[config.mk]
export PLATFORM = sky130hd
export DESIGN_NAME = one_wire_bus_master
export DESIGN_NICKNAME = d
export VERILOG_FILES = /design/src/rtl/core/owbm_pkg.sv /design/src/rtl/core/one_wire_bus_master.sv
export SDC_FILE = /design/constraint.sdc
export NUM_CORES = 1
export LEC_CHECK = 0
export ABC_CLOCK_PERIOD_IN_PS = 5000
export BUFFER_PORTS_ARGS = -buffer_cell sky130_fd_sc_hd__buf_2
export CAP_MARGIN = 25
export CORE_MARGIN = 8
export CORE_UTILIZATION = 65
export CTS_CLUSTER_DIAMETER = 40
export DETAILED_ROUTE_END_ITERATION = 8
export PLACE_DENSITY_LB_ADDON = 0.05
export SLEW_MARGIN = 10
export SYNTH_ARGS = -nofsm -noshare
export SYNTH_HDL_FRONTEND = slang
export SYNTH_SLANG_ARGS = --single-unit
[constraint.sdc]
create_clock -name i_clk -period 5 [get_ports i_clk]
set_input_delay 0.5 -clock i_clk [delete_from_list [all_inputs] [get_ports i_clk]]
set_output_delay 0.5 -clock i_clk [all_outputs]
set_load 0.03 [all_outputs]
[src/rtl/core/owbm_pkg.sv]
`default_nettype none
package owbm_pkg;

    localparam int unsigned TimerW   = 10;
    localparam int unsigned SlotW    = 7;
    localparam int unsigned PollW    = 5;
    localparam int unsigned CfgIdxW  = 3;
    localparam int unsigned CfgDataW = 10;
    localparam int unsigned InDataW  = 16;
    localparam int unsigned OutDataW = 16;

    typedef enum logic [1:0] {
        CMD_TICK  = 2'd0,
        CMD_RESET = 2'd1,
        CMD_WRITE = 2'd2,
        CMD_READ  = 2'd3
    } t_cmd;

    typedef enum logic [1:0] {
        ST_OK       = 2'd0,
        ST_PRESENCE = 2'd1,
        ST_NO_DEV   = 2'd2,
        ST_STUCK    = 2'd3
    } t_status;

    typedef enum logic [3:0] {
        PH_IDLE     = 4'd0,
        PH_RST_LOW  = 4'd1,
        PH_RST_WAIT = 4'd2,
        PH_RST_PRES = 4'd3,
        PH_WR_LOW   = 4'd4,
        PH_WR_REC   = 4'd5,
        PH_RD_LOW   = 4'd6,
        PH_RD_WAIT  = 4'd7,
        PH_RD_TAIL  = 4'd8
    } t_phase;

    typedef enum logic [CfgIdxW-1:0] {
        REG_RESET_LOW   = 3'd0,
        REG_WR_ONE_LOW  = 3'd1,
        REG_WR_ZERO_LOW = 3'd2,
        REG_SLOT_REC    = 3'd3,
        REG_RD_LOW      = 3'd4,
        REG_RD_SAMPLE   = 3'd5,
        REG_RD_TAIL     = 3'd6,
        REG_PRES_INTV   = 3'd7
    } t_reg_idx;

    localparam logic [TimerW-1:0] RstResetLow   = 10'd480;
    localparam logic [SlotW-1:0]  RstWrOneLow   = 7'd10;
    localparam logic [SlotW-1:0]  RstWrZeroLow  = 7'd65;
    localparam logic [SlotW-1:0]  RstSlotRec    = 7'd5;
    localparam logic [SlotW-1:0]  RstRdLow      = 7'd5;
    localparam logic [SlotW-1:0]  RstRdSample   = 7'd10;
    localparam logic [SlotW-1:0]  RstRdTail     = 7'd60;
    localparam logic [SlotW-1:0]  RstPresIntv   = 7'd30;

    // extra ticks after the first; a zero count still lasts one tick
    function automatic logic [TimerW-1:0] span(input logic [TimerW-1:0] n);
        span = (n == '0) ? '0 : n - 10'd1;
    endfunction

endpackage
`default_nettype wire

[src/rtl/core/one_wire_bus_master.sv]
// Each accepted tick is a single registered phase step, and its result goes
// to the output register or the skid; one tick per clock while skid is empty.
// A two-entry output stage (output register plus skid) keeps input flowing
// while one result waits downstream.
// Reset (synchronous, active low): phase idle, counters and status zero,
// timing registers back to their default slot times.
`default_nettype none
module one_wire_bus_master #(
    parameter int unsigned RELEASE_POLLS      = 30,
    parameter int unsigned RELEASE_POLL_TICKS = 2,
    parameter int unsigned PRESENCE_SAMPLES   = 16
) (
    input  wire logic                             i_clk,
    input  wire logic                             i_rst_n,
    input  wire logic                             i_cfg_we,
    input  wire logic [owbm_pkg::CfgIdxW-1:0]     i_cfg_index,
    input  wire logic [owbm_pkg::CfgDataW-1:0]    i_cfg_data,
    input  wire logic                             s_axis_tvalid,
    output logic                                  s_axis_tready,
    // [1:0] command, [9:2] data_byte, [10] line_level, [15:11] zero
    input  wire logic [owbm_pkg::InDataW-1:0]     s_axis_tdata,
    output logic                                  m_axis_tvalid,
    input  wire logic                             m_axis_tready,
    // [0] drive_low, [1] busy_res, [2] done_res, [4:3] status,
    // [12:5] read_value, [15:13] zero
    output logic [owbm_pkg::OutDataW-1:0]         m_axis_tdata
);
    import owbm_pkg::*;

    // timing registers
    logic [TimerW-1:0] r_reset_low;
    logic [SlotW-1:0]  r_wr_one_low, r_wr_zero_low, r_slot_rec;
    logic [SlotW-1:0]  r_rd_low, r_rd_sample, r_rd_tail, r_pres_intv;

    // bus state
    t_phase            r_phase, n_phase;
    logic [TimerW-1:0] r_timer, n_timer;
    logic [3:0]        r_bit_idx, n_bit_idx;
    logic [7:0]        r_shift, n_shift;
    logic [PollW-1:0]  r_poll, n_poll;
    t_status           r_status, n_status;
    logic [7:0]        r_read_byte, n_read_byte;
    logic              w_done;

    // output stage
    logic                r_out_valid, r_skid_valid;
    logic [OutDataW-1:0] r_out_data, r_skid_data;
    logic [OutDataW-1:0] w_result;
    logic                w_in_acc, w_out_acc;

    t_cmd       w_cmd;
    logic [7:0] w_data;
    logic       w_line;

    assign w_cmd  = t_cmd'(s_axis_tdata[1:0]);
    assign w_data = s_axis_tdata[9:2];
    assign w_line = s_axis_tdata[10];

    assign s_axis_tready = !r_skid_valid;
    assign w_in_acc      = s_axis_tvalid && s_axis_tready;
    assign w_out_acc     = m_axis_tvalid && m_axis_tready;
    assign m_axis_tvalid = r_out_valid;
    assign m_axis_tdata  = r_out_data;

    always_ff @(posedge i_clk) begin
        if (!i_rst_n) begin
            r_reset_low   <= RstResetLow;
            r_wr_one_low  <= RstWrOneLow;
            r_wr_zero_low <= RstWrZeroLow;
            r_slot_rec    <= RstSlotRec;
            r_rd_low      <= RstRdLow;
            r_rd_sample   <= RstRdSample;
            r_rd_tail     <= RstRdTail;
            r_pres_intv   <= RstPresIntv;
        end else if (i_cfg_we) begin
            case (t_reg_idx'(i_cfg_index))
                REG_RESET_LOW:   r_reset_low   <= i_cfg_data;
                REG_WR_ONE_LOW:  r_wr_one_low  <= i_cfg_data[SlotW-1:0];
                REG_WR_ZERO_LOW: r_wr_zero_low <= i_cfg_data[SlotW-1:0];
                REG_SLOT_REC:    r_slot_rec    <= i_cfg_data[SlotW-1:0];
                REG_RD_LOW:      r_rd_low      <= i_cfg_data[SlotW-1:0];
                REG_RD_SAMPLE:   r_rd_sample   <= i_cfg_data[SlotW-1:0];
                REG_RD_TAIL:     r_rd_tail     <= i_cfg_data[SlotW-1:0];
                REG_PRES_INTV:   r_pres_intv   <= i_cfg_data[SlotW-1:0];
                default: ;
            endcase
        end
    end

    always_ff @(posedge i_clk) begin
        if (!i_rst_n) begin
            r_phase     <= PH_IDLE;
            r_timer     <= '0;
            r_bit_idx   <= '0;
            r_shift     <= '0;
            r_poll      <= '0;
            r_status    <= ST_OK;
            r_read_byte <= '0;
        end else if (w_in_acc) begin
            r_phase     <= n_phase;
            r_timer     <= n_timer;
            r_bit_idx   <= n_bit_idx;
            r_shift     <= n_shift;
            r_poll      <= n_poll;
            r_status    <= n_status;
            r_read_byte <= n_read_byte;
        end
    end

    always_comb begin
        logic [SlotW-1:0] wr_low;
        n_phase     = r_phase;
        n_timer     = r_timer;
        n_bit_idx   = r_bit_idx;
        n_shift     = r_shift;
        n_poll      = r_poll;
        n_status    = r_status;
        n_read_byte = r_read_byte;
        w_done      = 1'b0;
        wr_low      = '0;

        if (r_phase == PH_IDLE) begin
            case (w_cmd)
                CMD_RESET: begin
                    n_phase = PH_RST_LOW;
                    n_timer = span(r_reset_low);
                end
                CMD_WRITE: begin
                    n_shift   = w_data;
                    n_bit_idx = '0;
                    n_phase   = PH_WR_LOW;
                    wr_low    = w_data[0] ? r_wr_one_low : r_wr_zero_low;
                    n_timer   = span(TimerW'(wr_low));
                end
                CMD_READ: begin
                    n_shift   = '0;
                    n_bit_idx = '0;
                    n_phase   = PH_RD_LOW;
                    n_timer   = span(TimerW'(r_rd_low));
                end
                default: ;
            endcase
        end else if (r_timer != '0) begin
            n_timer = r_timer - 10'd1;
        end else begin
            case (r_phase)
                PH_RST_LOW: begin
                    n_phase = PH_RST_WAIT;
                    n_poll  = PollW'(RELEASE_POLLS);
                end
                PH_RST_WAIT: begin
                    if (w_line) begin
                        n_phase = PH_RST_PRES;
                        n_poll  = '0;
                    end else if (r_poll == '0) begin
                        n_phase  = PH_IDLE;
                        n_status = ST_STUCK;
                        w_done   = 1'b1;
                    end else begin
                        n_poll  = r_poll - 5'd1;
                        n_timer = TimerW'(RELEASE_POLL_TICKS - 1);
                    end
                end
                PH_RST_PRES: begin
                    if (r_poll >= PollW'(PRESENCE_SAMPLES)) begin
                        n_phase  = PH_IDLE;
                        n_status = ST_NO_DEV;
                        w_done   = 1'b1;
                    end else if (!w_line) begin
                        n_phase  = PH_IDLE;
                        n_status = ST_PRESENCE;
                        w_done   = 1'b1;
                    end else begin
                        n_poll  = r_poll + 5'd1;
                        n_timer = span(TimerW'(r_pres_intv));
                    end
                end
                PH_WR_LOW: begin
                    n_phase = PH_WR_REC;
                    n_timer = span(TimerW'(r_slot_rec));
                end
                PH_WR_REC: begin
                    n_bit_idx = r_bit_idx + 4'd1;
                    if (n_bit_idx[3]) begin
                        n_phase  = PH_IDLE;
                        n_status = ST_OK;
                        w_done   = 1'b1;
                    end else begin
                        n_phase = PH_WR_LOW;
                        wr_low  = r_shift[n_bit_idx[2:0]] ? r_wr_one_low : r_wr_zero_low;
                        n_timer = span(TimerW'(wr_low));
                    end
                end
                PH_RD_LOW: begin
                    n_phase = PH_RD_WAIT;
                    n_timer = span(TimerW'(r_rd_sample));
                end
                PH_RD_WAIT: begin
                    n_shift   = {w_line, r_shift[7:1]};
                    n_bit_idx = r_bit_idx + 4'd1;
                    n_phase   = PH_RD_TAIL;
                    n_timer   = span(TimerW'(r_rd_tail));
                end
                PH_RD_TAIL: begin
                    if (r_bit_idx[3]) begin
                        n_read_byte = r_shift;
                        n_phase     = PH_IDLE;
                        n_status    = ST_OK;
                        w_done      = 1'b1;
                    end else begin
                        n_phase = PH_RD_LOW;
                        n_timer = span(TimerW'(r_rd_low));
                    end
                end
                default: begin
                    n_phase = PH_IDLE;
                    n_timer = '0;
                end
            endcase
        end
    end

    always_comb begin
        w_result       = '0;
        w_result[0]    = (n_phase == PH_RST_LOW) || (n_phase == PH_WR_LOW) ||
                         (n_phase == PH_RD_LOW);
        w_result[1]    = (n_phase != PH_IDLE);
        w_result[2]    = w_done;
        w_result[4:3]  = n_status;
        w_result[12:5] = n_read_byte;
    end

    always_ff @(posedge i_clk) begin
        if (!i_rst_n) begin
            r_out_valid  <= 1'b0;
            r_skid_valid <= 1'b0;
        end else if (w_out_acc || !r_out_valid) begin
            if (r_skid_valid) begin
                r_out_valid  <= 1'b1;
                r_skid_valid <= 1'b0;
            end else begin
                r_out_valid  <= w_in_acc;
            end
        end else if (w_in_acc) begin
            r_skid_valid <= 1'b1;
        end
    end

    always_ff @(posedge i_clk) begin
        if (w_out_acc || !r_out_valid) begin
            r_out_data <= r_skid_valid ? r_skid_data : w_result;
        end
        if (!(w_out_acc || !r_out_valid) && w_in_acc) begin
            r_skid_data <= w_result;
        end
    end

    a_skid_behind_out: assert property (@(posedge i_clk) disable iff (!i_rst_n)
        r_skid_valid |-> r_out_valid)
        else $error("skid entry held with empty output register");

    a_done_idle: assert property (@(posedge i_clk) disable iff (!i_rst_n)
        w_done |-> (n_phase == PH_IDLE))
        else $error("command finished but phase not idle");

    a_drive_busy: assert property (@(posedge i_clk) disable iff (!i_rst_n)
        m_axis_tvalid && m_axis_tdata[0] |-> m_axis_tdata[1])
        else $error("line driven low while not busy");

    a_skid_hold: assert property (@(posedge i_clk) disable iff (!i_rst_n)
        r_skid_valid && !m_axis_tready |=> r_skid_valid && $stable(r_skid_data))
        else $error("skid entry lost while output stalled");

    a_bit_range: assert property (@(posedge i_clk) disable iff (!i_rst_n)
        (r_phase == PH_WR_LOW) || (r_phase == PH_RD_LOW) |-> !r_bit_idx[3])
        else $error("slot started past the last bit");

endmodule
`default_nettype wire

# Word level (Yosys, flattened, before mapping)
# Cells that the tools add are included.
dict set report totals {
  regBits 128
  output_inout_bits 18
  wordCells 180
}
dict set report op_classes {
  add_sub_neg 12
  order_cmp 2
  eq_ne 35
  n_mux 69
  n_bitwise 3
  reduce_logical 40
}
# op n
set ops {}
lappend ops {{$mux W10} 16}
lappend ops {{$pmux W10 S8} 1}
lappend ops {{$mux W8} 7}
lappend ops {{$sub A7 B1 Y8 const B} 7}
lappend ops {{$logic_not A7 Y1} 7}
lappend ops {{$mux W4} 10}
lappend ops {{$pmux W4 S8} 1}
lappend ops {{$pmux W10 S3} 1}
lappend ops {{$eq A4 B3 Y1 const B} 6}
lappend ops {{$ne A4 B4 Y1 const B} 6}
lappend ops {{$mux W5} 4}
lappend ops {{$sub A10 B1 Y10 const B} 2}
lappend ops {{$mux W2} 8}
lappend ops {{$pmux W8 S2} 1}
lappend ops {{$reduce_and A2 Y1} 8}
lappend ops {{$pmux W5 S3} 1}
lappend ops {{$mux W7} 2}
lappend ops {{$mux W13} 1}
lappend ops {{$eq A3 B3 Y1 const B} 4}
lappend ops {{$pmux W4 S3} 1}
lappend ops {{$logic_not A10 Y1} 1}
lappend ops {{$mux W1} 10}
lappend ops {{$reduce_bool A10 Y1} 1}
lappend ops {{$reduce_and A9 Y1} 1}
lappend ops {{other kinds (33)} 54}

# Depth between registers and ports, before layout
dict set report depth {
  depth_word 10
  ltp_mapped 13
  ltp_nobuf 12
}

# Worst setup path after synthesis
# Ideal clock, no wire load.
dict set report synth_timing {
  kind {flip-flop to flip-flop}
  start {reg r_bit_idx[0]}
  end {reg r_timer[5]}
  setup_time_ns 0.116
  arrival_time_ns 3.253
  t_required_ns 4.884
  setup_slack_ns 1.631
  path_stages_with_launch 12
  n_path_buf 1
  path_cell_list {dfxtp_1 -> ha_1 -> mux4_2 -> mux2i_1 -> clkbuf_1 -> mux2i_1 -> ha_1 -> inv_1 -> o41ai_1 -> or3_1 -> o211ai_1 -> a31o_2}
}
dict set report synth_via {
  elab_chain_cells 10
  word_cells_on_any_way 13
}
# element line
set synth_lines {}
lappend synth_lines {{start, declared} one_wire_bus_master.sv:38} ;# logic [3:0] r_bit_idx, n_bit_idx;
lappend synth_lines {{start signal, assigned} one_wire_bus_master.sv:102} ;# r_bit_idx <= n_bit_idx;
lappend synth_lines {{$add A4 B1 Y4 *} one_wire_bus_master.sv:183} ;# n_bit_idx = r_bit_idx + 4'd1;
lappend synth_lines {{$bmux W1 S3} one_wire_bus_master.sv:190} ;# wr_low = r_shift[n_bit_idx[2:0]] ? r_wr_one_low : r_wr_zero_low;
lappend synth_lines {{$mux W1 (not written as such)} one_wire_bus_master.sv:190}
lappend synth_lines {{$mux W7} one_wire_bus_master.sv:190}
lappend synth_lines {{$sub A7 B1 Y8 / $logic_not A7 Y1 (equally long branches)} owbm_pkg.sv:60} ;# span = (n == '0) ? '0 : n - 10'd1;
lappend synth_lines {{$mux W10} owbm_pkg.sv:60}
lappend synth_lines {{$mux W10} one_wire_bus_master.sv:184} ;# if (n_bit_idx[3]) begin
lappend synth_lines {{$pmux W10 S8} one_wire_bus_master.sv:146} ;# case (r_phase)
lappend synth_lines {{$mux W10} one_wire_bus_master.sv:143} ;# end else if (r_timer != '0) begin
lappend synth_lines {{$mux W10} one_wire_bus_master.sv:122} ;# if (r_phase == PH_IDLE) begin
lappend synth_lines {{end signal, assigned} one_wire_bus_master.sv:101} ;# r_timer <= n_timer;
lappend synth_lines {{end, declared} one_wire_bus_master.sv:37} ;# logic [TimerW-1:0] r_timer, n_timer;
# Every way passes the cells marked *; elsewhere a longest branch is shown, timed or not. The select of a mux whose other input is x is not followed.
# A chain may end at the register's enable or synchronous reset.

# Worst setup path in the final report
# Ends and elaborated chain as after synthesis.

==> results.sh <==
export IMPL_crit_type="flip-flop to flip-flop"
export IMPL_grt_pass1_vias=6955
export IMPL_drive_above_1_share_pct=12.73
export IMPL_yosysTopAreaCell="dfxtp_1"
export IMPL_synthArstFlopShare_pct=0
export IMPL_power_leakage_nw=3.381
export IMPL_drtPass1Iterations=5
export IMPL_drv_slew=0
export IMPL_die_width_um=125.6
export IMPL_worstPathMaxFanout=13
export IMPL_synth_top_cell_area_share_pct=26.15
export IMPL_cp_required_ns=5.32
export IMPL_core_um2=11860
export IMPL_grt_usage_pct=26.28
export IMPL_slowest_delay_ns=0.52
export IMPL_dp_hpwl_um=15290
export IMPL_multi_input_area_um2=4663
export IMPL_outcome="finished clean"
export IMPL_n_antenna_cell=0
export IMPL_htreeDepth=4
export IMPL_finClkSkew_ns=0.005438
export IMPL_cts_buffer_depth=2
export IMPL_start_kind="flip-flop"
export IMPL_ff_latch_area_um2=2823
export IMPL_place_congestion=0.9540
export IMPL_critPathSlowestCell="mux4_2"
export IMPL_antenna_found_initial=0
export IMPL_numPortBuffers=43
export IMPL_design_area_um2=8718
export IMPL_drc_errors=0
export IMPL_synthFlopType="dfxtp_1"
export IMPL_ys_seq_area_share_pct=36.14
export IMPL_postSynthCellCount=957
export IMPL_holdCritPathClass="input pin to flip-flop"
export IMPL_max_slew_margin_pct=42.60
export IMPL_max_freq_ghz=0.2667
export IMPL_totalWireLength_um=20880
export IMPL_rsz0062_at_grt="no"
export IMPL_cts_resized=0
export IMPL_rows=40
export IMPL_initial_core_util_pct=65.84
export IMPL_grt_first_pass_wirelength_um=33880
export IMPL_wire_per_inst_um=18.36
export IMPL_die_h_um=125.6
export IMPL_cap_violations=0
export IMPL_die_area_um2=15780
export IMPL_synth_area_top_cells="dfxtp_1, edfxtp_1, nand2_1, a21boi_0, nor2_1"
export IMPL_synth_edf_count=26
export IMPL_arrival_ns=4.07
export IMPL_nets=1030
export IMPL_ys_top_cells_by_count="nand2_1, dfxtp_1, nor2_1"
export IMPL_first_iter_violations=688
export IMPL_netlist_area_um2=7810
export IMPL_worst_slew_pin_slew_ns=0.8475
export IMPL_pin_count=52
export IMPL_cts_sinks=128
export IMPL_yosysUniqueCellTypes=82
export IMPL_finalCritPeriodShare_pct=74.98
export IMPL_ir_drop_mv=0.2570
export IMPL_post_drt_via_cell_ratio=6.410
export IMPL_synthMostInstantiatedCell="nand2_1"
export IMPL_detail_route_antenna_nets=0
export IMPL_ys_warn_count=0
export IMPL_cts_setup_buffers=0
export IMPL_setup_viol=0
export IMPL_p_per_area_nw_per_um2=376.0
export IMPL_cts_inserted_buffers=17
export IMPL_syn_area_per_cell_um2=8.161
export IMPL_synthToLayoutAreaGrowth_pct=11.63
export IMPL_cts_tree="done"
export IMPL_cp_buffers_inverters=2
export IMPL_cts_hold_buffers=0
export IMPL_end_kind="flip-flop"
export IMPL_clkTransAtPathRegs_ns=0.06
export IMPL_nFillCells=938
export IMPL_grt_max_degree=60
export IMPL_globalRouteOverflowTotal=0
export IMPL_placed_cells=1103
export IMPL_path_cells="ha_1 -> mux4_2 -> mux2i_1 -> buf_4 -> mux2i_1 -> ha_1 -> inv_1 -> o41ai_1 -> or3_1 -> o211ai_1 -> a31o_2"
export IMPL_ys_ff_latch=128
export IMPL_place_area_um2=8059
export IMPL_layoutNonFillerInstCount=1137
export IMPL_timing_hold_ws_ns=0.2851
export IMPL_num_vias=7288
export IMPL_root_buffer="clkbuf_16"
export IMPL_layout_min_cycle_time_ns=3.749
export IMPL_fin_tns_setup_ns=0
export IMPL_hold_viol=0
export IMPL_crit_family="multiplexers"
export IMPL_clk_latency_ns=0.42
[flip-flops by register name, summed over array words and instances, names as in the netlist, 2 cells and up]
| name | count |
|---|---|
| r_shift | 8 |
| r_poll | 5 |
| r_wr_one_low | 7 |
| r_wr_zero_low | 7 |
| m_axis_tdata | 13 |
| r_reset_low | 10 |
| r_bit_idx | 4 |
| r_slot_rec | 7 |
| r_rd_tail | 7 |
| r_phase | 4 |
| r_rd_low | 7 |
| r_timer | 10 |
| r_pres_intv | 7 |
| r_rd_sample | 7 |
| r_status | 2 |
| r_skid_data | 13 |
| r_read_byte | 8 |
[final cells by class]
| class | instances | share of cell area, % |
|---|---|---|
| clock buffers | 17 | 4.879 |
| clock inverters | 15 | 2.468 |
| inverters | 29 | 1.249 |
| multi-input cells | 747 | 53.49 |
| flip-flops and latches | 128 | 32.38 |
| well taps | 147 | 2.110 |
| repair buffers | 54 | 3.430 |
[where the power goes]
part	internal, mW	switching, mW
logic	0.276	0.443
clock network	0.880	0.464
registers	1.13	0.0805
total	2.29	0.987
[cell families after synthesis]
group / Yosys count / share of synthesized area [%]
multiplexers: 37 / 5.367
adder cells (fa/ha/maj): 19 / 3.044
other: 1 / 0.04802
AO/OA/AOI/OAI: 210 / 19.08
XOR/XNOR: 48 / 5.383
flip-flops: 128 / 36.14
AND/OR/NAND/NOR: 430 / 26.61
buffers and inverters: 84 / 4.325
[path summary, 6_finish.rpt]
| path | end | cells after the start | start | slack [ns] |
|---|---|---|---|---|
| min reg2reg | r_timer[7] | 2 | r_timer[7] | 0.46 |
| min | r_reset_low[7] | 3 | i_cfg_data[7] | 0.29 |
| max | r_timer[5] | 11 | r_bit_idx[0] | 1.25 |
| max reg2reg | r_timer[5] | 11 | r_bit_idx[0] | 1.25 |
[metrics by stage]
step	utilization, %	setup WS (ns)	total power [mW]
after detailed placement	67.94	1.339	1.933
after CTS	73.34	1.310	3.269
after floorplan	-	1.631	1.760
after global routing	73.50	1.084	3.410
after global placement	67.90	1.461	1.910
final	73.50	1.251	3.278
[worst reg2reg max path: cells and delay by family, from the launching register on]
family	cells	cell delay, ns
multiplexers	3	1.24
AO/OA/AOI/OAI	3	0.83
adder cells (fa/ha/maj)	2	0.62
flip-flops	1	0.36
buffers and inverters	2	0.34
AND/OR/NAND/NOR	1	0.25
[per-layer routing]
| metal | vias up | wire (um) | global-route usage, % |
|---|---|---|---|
| li1 | 3483 | - | - |
| met1 | 3465 | 8876 | 31.70 |
| met2 | 282 | 10020 | 43.26 |
| met3 | 58 | 1274 | 6.245 |
| met4 | 0 | 706 | 12.82 |
| met5 | - | 0 | 0 |
[cells in the final DEF (no fill, tap or decap), drive strengths merged, types with 12 or more instances in the layout]
master | netlist | routed
nand2 | 175 | 175
dfxtp | 102 | 102
nor2 | 78 | 78
buf | 17 | 53
nand3 | 46 | 46
a21boi | 42 | 42
o21ai | 41 | 41
xnor2 | 32 | 32
inv | 29 | 31
a21oi | 27 | 27
nor3 | 27 | 27
edfxtp | 26 | 26
o22ai | 24 | 24
nor3b | 20 | 20
mux2 | 19 | 19
ha | 19 | 19
or4 | 19 | 19
clkbuf | 38 | 18
mux2i | 16 | 16
xor2 | 16 | 16
nor4 | 15 | 15
nand2b | 13 | 13
o211a | 12 | 12
Note: power is estimated with default switching activity, not from simulation.
